==> src/design/urbe_pkg.sv <==
// urbe_pkg: shared types and constants for the UART ring buffer engine.
// No dependencies; imported by the top level, urbe_ctrl and urbe_dp.
package urbe_pkg;

  localparam int TX_DEPTH_DEF = 256;
  localparam int RX_DEPTH_DEF = 256;
  localparam int BYTE_W       = 8;
  localparam int ERR_CNT_W    = 32;
  localparam int LEVEL_MAX    = 255;   // tx_free / rx_count saturate here

  // item kinds
  typedef enum logic [1:0] {
    KIND_WRITE = 2'd0,
    KIND_READ  = 2'd1,
    KIND_LINE  = 2'd2,
    KIND_PURGE = 2'd3
  } kind_t;

  // controller -> datapath commands
  typedef struct packed {
    logic exec;     // execute the item on the input ports this cycle
    logic cfg_wr;   // write the echo_enable register
  } cmd_t;

endpackage

==> src/design/urbe_ctrl.sv <==
// urbe_ctrl: handshake controller; accepts one item, then holds the result
// until the output transfer. Depends on urbe_pkg.
module urbe_ctrl
  import urbe_pkg::*;
(
  input  logic clk,
  input  logic rst_n,
  input  logic in_valid,
  output logic in_stall,
  output logic out_valid,
  input  logic out_stall,
  input  logic cfg_valid,
  output logic cfg_ready,
  output cmd_t cmd
);

  typedef enum logic {
    ST_IDLE,
    ST_RESP
  } state_t;

  state_t state_r, state_nxt;
  logic   in_stall_r, in_stall_nxt;
  logic   out_valid_r, out_valid_nxt;

  always_comb begin
    state_nxt     = state_r;
    in_stall_nxt  = in_stall_r;
    out_valid_nxt = out_valid_r;
    unique case (state_r)
      ST_IDLE: begin
        if (in_valid) begin
          state_nxt     = ST_RESP;
          in_stall_nxt  = 1'b1;
          out_valid_nxt = 1'b1;
        end
      end
      ST_RESP: begin
        if (!out_stall) begin
          state_nxt     = ST_IDLE;
          in_stall_nxt  = 1'b0;
          out_valid_nxt = 1'b0;
        end
      end
      default: begin
        state_nxt     = ST_IDLE;
        in_stall_nxt  = 1'b0;
        out_valid_nxt = 1'b0;
      end
    endcase
  end

  always_ff @(posedge clk) begin
    if (!rst_n) begin
      state_r     <= ST_IDLE;
      in_stall_r  <= 1'b0;
      out_valid_r <= 1'b0;
    end else begin
      state_r     <= state_nxt;
      in_stall_r  <= in_stall_nxt;
      out_valid_r <= out_valid_nxt;
    end
  end

  assign in_stall   = in_stall_r;
  assign out_valid  = out_valid_r;
  // no register write while an item is held or being offered
  assign cfg_ready  = (state_r == ST_IDLE) && !in_valid;
  assign cmd.exec   = in_valid && !in_stall_r;
  assign cmd.cfg_wr = cfg_valid && cfg_ready;

  // a result on display always blocks new input
  a_resp_blocks: assert property (@(posedge clk) disable iff (!rst_n)
    out_valid_r |-> in_stall_r) else $error("result shown while input open");

  // an executed item always produces a result next cycle
  a_exec_result: assert property (@(posedge clk) disable iff (!rst_n)
    cmd.exec |=> (out_valid_r && state_r == ST_RESP))
    else $error("executed item without result");

endmodule

==> config.mk <==
export PLATFORM = sky130hd
export DESIGN_NAME = urbe_ctrl
export DESIGN_NICKNAME = d
export VERILOG_FILES = /design/src/design/urbe_pkg.sv /design/src/design/urbe_ctrl.sv
export SDC_FILE = /design/constraint.sdc
export NUM_CORES = 1
export LEC_CHECK = 0
export ABC_AREA = 1
export BUFFER_PORTS_ARGS = -buffer_cell sky130_fd_sc_hd__clkbuf_2
export CORE_AREA = 5 5 42 44
export CTS_CLUSTER_SIZE = 8
export DETAILED_ROUTE_END_ITERATION = 7
export DIE_AREA = 0 0 47 49
export PLACE_DENSITY = 0.32
export SKIP_CTS_REPAIR_TIMING = 1
export SLEW_MARGIN = 5
export SYNTH_ARGS = -nofsm -noshare
export SYNTH_HDL_FRONTEND = slang
export SYNTH_SLANG_ARGS = --single-unit
export TNS_END_PERCENT = 1
==> constraint.sdc <==
create_clock -name clk -period 0.8 [get_ports clk]
set_input_delay 0.08 -clock clk [delete_from_list [all_inputs] [get_ports clk]]
set_output_delay 0.08 -clock clk [all_outputs]
set_load 0.1 [all_outputs]
==> flow_summary.toml <==
[layout]
mostFrequentLayoutCells = "buf_12 (5), clkbuf_2 (4), inv_1 (3), clkbuf_4 (3)"
drive_gt1_frac = 0.680
syn2layout_area_growth_pct = 199
final_common_cell = "buf_12"
n_antenna_cell = 0
multi_input_area_um2 = 61.3
finalNonFillerCells = 41
fillCellCount = 160
seqCellArea_um2 = 45.0
finalNetCount = 32
fin_area_um2 = 280

[grt]
antenna_found_initial = 0
grt_start_max_net_pins = 5
grt_usage = 0.0415
grt_pass1_wl_um = 538
overflow = 0
grt_pass1_vias = 134

[cts]
htreeDepth = 1
cts-root-buf = "clkbuf_4"
clockBufferDepth = 2
cts_tree = "yes"
clock_latency_ns = 0.22
numCtsBuffers = 3
clk_pin_slew_worst_paths_ns = 0.03
cts.sinks = 2

[critical_path]
path_cells = "nor3b_4, buf_12"
cp-start-kind = "register"
worstReg2RegEnd = "out_valid"
crit_path_start = "state_r"
critical_path_arrival_ns = 0.97
crit_path_max_fanout = 4
reg2regPathDepth = 3
rrSetupSlack_ns = 0.09
critical_path_class = "reg -> out"
cp.required_ns = 0.72
r2r-start = "state_r"
critPathMaxStageDelay_ns = 0.34
cp_slowest_cell = "dfxtp_2"
cp-end-kind = "primary output"

[sta]
slew_violations = 0
tightestPinTransition_ns = 0.183
fin_skew_ns = 0.00210
setup_viol = 5
rsz0062_at_grt = "yes"
fin_crit_ns = 1.05
relSlewSlack = 0.878
hold_viol = 0
fmax_mhz = 952
finalCritPeriodShare = 1.31
finalWorstSetupSlack_ns = -0.250

[synth]
avgSynthCellArea_um2 = 6.70
yosysSeqAreaShare = 0.427
syn-cell-area_um2 = 93.8
yosys_warnings = 0
ys_ff_latch = 2
synth_nets = 19
synth_cells = 14
ys_types = 7

[worst_hold_path]
worst_hold_path.endpoint = "state_r"
hold_start = "rst_n"
min_path_type = "in -> reg"
hold_depth = 3

[floorplan]
die_w_um = 47
rows = 14
core_area_um2 = 1400
die_area_um2 = 2300
die-height_um = 49
initial_utilization = 0.0670
ios = 10

[power]
power_density_nw_per_um2 = 2210
leakagePower_nw = 0.127
ir_worst_vdd_uv = 540
total_power_w = 0.000620

[placement]
placed_area_um2 = 255
gp_congestion = 0.665
io_buffers = 9
post-place-cells = 38

[status]
status = "finished with violations"
failed_checks = "negative setup slack"

[drt]
wirelength_um = 321
vias_per_cell = 2.95
vias = 121
ant_nets = 0
drtIter0Drc = 3
wl_per_cell_um = 7.83
firstDrtPassIters = 3
drc_errors = 0

[run]
drv_cap = 0
[metrics by stage]
stage               hold WS (ns)  setup TNS (ns)   util  worst slack [ns]
finish                    0.0869          -0.682  0.200            -0.250
global route              0.0895          -0.880  0.200            -0.300
CTS                       0.0765          -0.922  0.198            -0.272
detailed placement         0.311         -0.0302  0.182           -0.0302
global placement           0.314         -0.0285  0.182           -0.0285
floorplan                  0.216           -1.64      -            -0.449
[synth_stat cells]
| library cell | n | share of area |
|---|---|---|
| nor2_1 | 4 | 0.16 |
| inv_1 | 3 | 0.12 |
| dfxtp_1 | 2 | 0.43 |
| nand2_1 | 2 | 0.080 |
| a21oi_1 | 1 | 0.053 |
| buf_4 | 1 | 0.080 |
| nor3b_1 | 1 | 0.080 |
[layout make-up]
type,instances,share of cell area
clock buffers,3,0.0804
inverters,3,0.0402
multi-input cells,8,0.219
flip-flops and latches,2,0.161
well taps,16,0.0714
repair buffers,9,0.429
[power by group]
| part | leakage, nW | switching [W] | internal [W] |
|---|---|---|---|
| sequential | 0.0175 | 0.0000186 | 0.000110 |
| clock | 0.0138 | 0.0000516 | 0.000165 |
| combinational | 0.0961 | 0.000177 | 0.0000973 |
[metal layers]
metal | part of all wire | GRT usage | up-vias
met3 | 0.28 | 0.0480 | 2
li1 | - | - | 64
met4 | 0.025 | 0.0691 | 0
met2 | 0.30 | 0.0339 | 10
met5 | 0 | 0 | -
met1 | 0.39 | 0.0350 | 45
[flip-flops by register name, summed over array words and instances, names as in the netlist]
signal	flops
out_valid	1
state_r	1
[worst max-delay path by stage]
stage	to	depth (start not counted)
after floorplan	cmd[0]	1
after global placement	cmd[0]	2
after detailed placement	cmd[0]	2
after CTS	cmd[0]	2
after global routing	cmd[0]	2
final	cmd[0]	2
[critical path: cells and delay by family, from the launching register on]
kind	cells	cell delay, ns
flip-flops	1	0.34
AND/OR/NAND/NOR	1	0.21
buffers and inverters	1	0.20
[cell families after synthesis]
kind of cell / count (synthesis) / share of synthesized area
buf+inv: 4 / 0.200
compound gates: 1 / 0.0533
flops: 2 / 0.427
simple gates: 7 / 0.320
(Power assumes the default switching activity.)
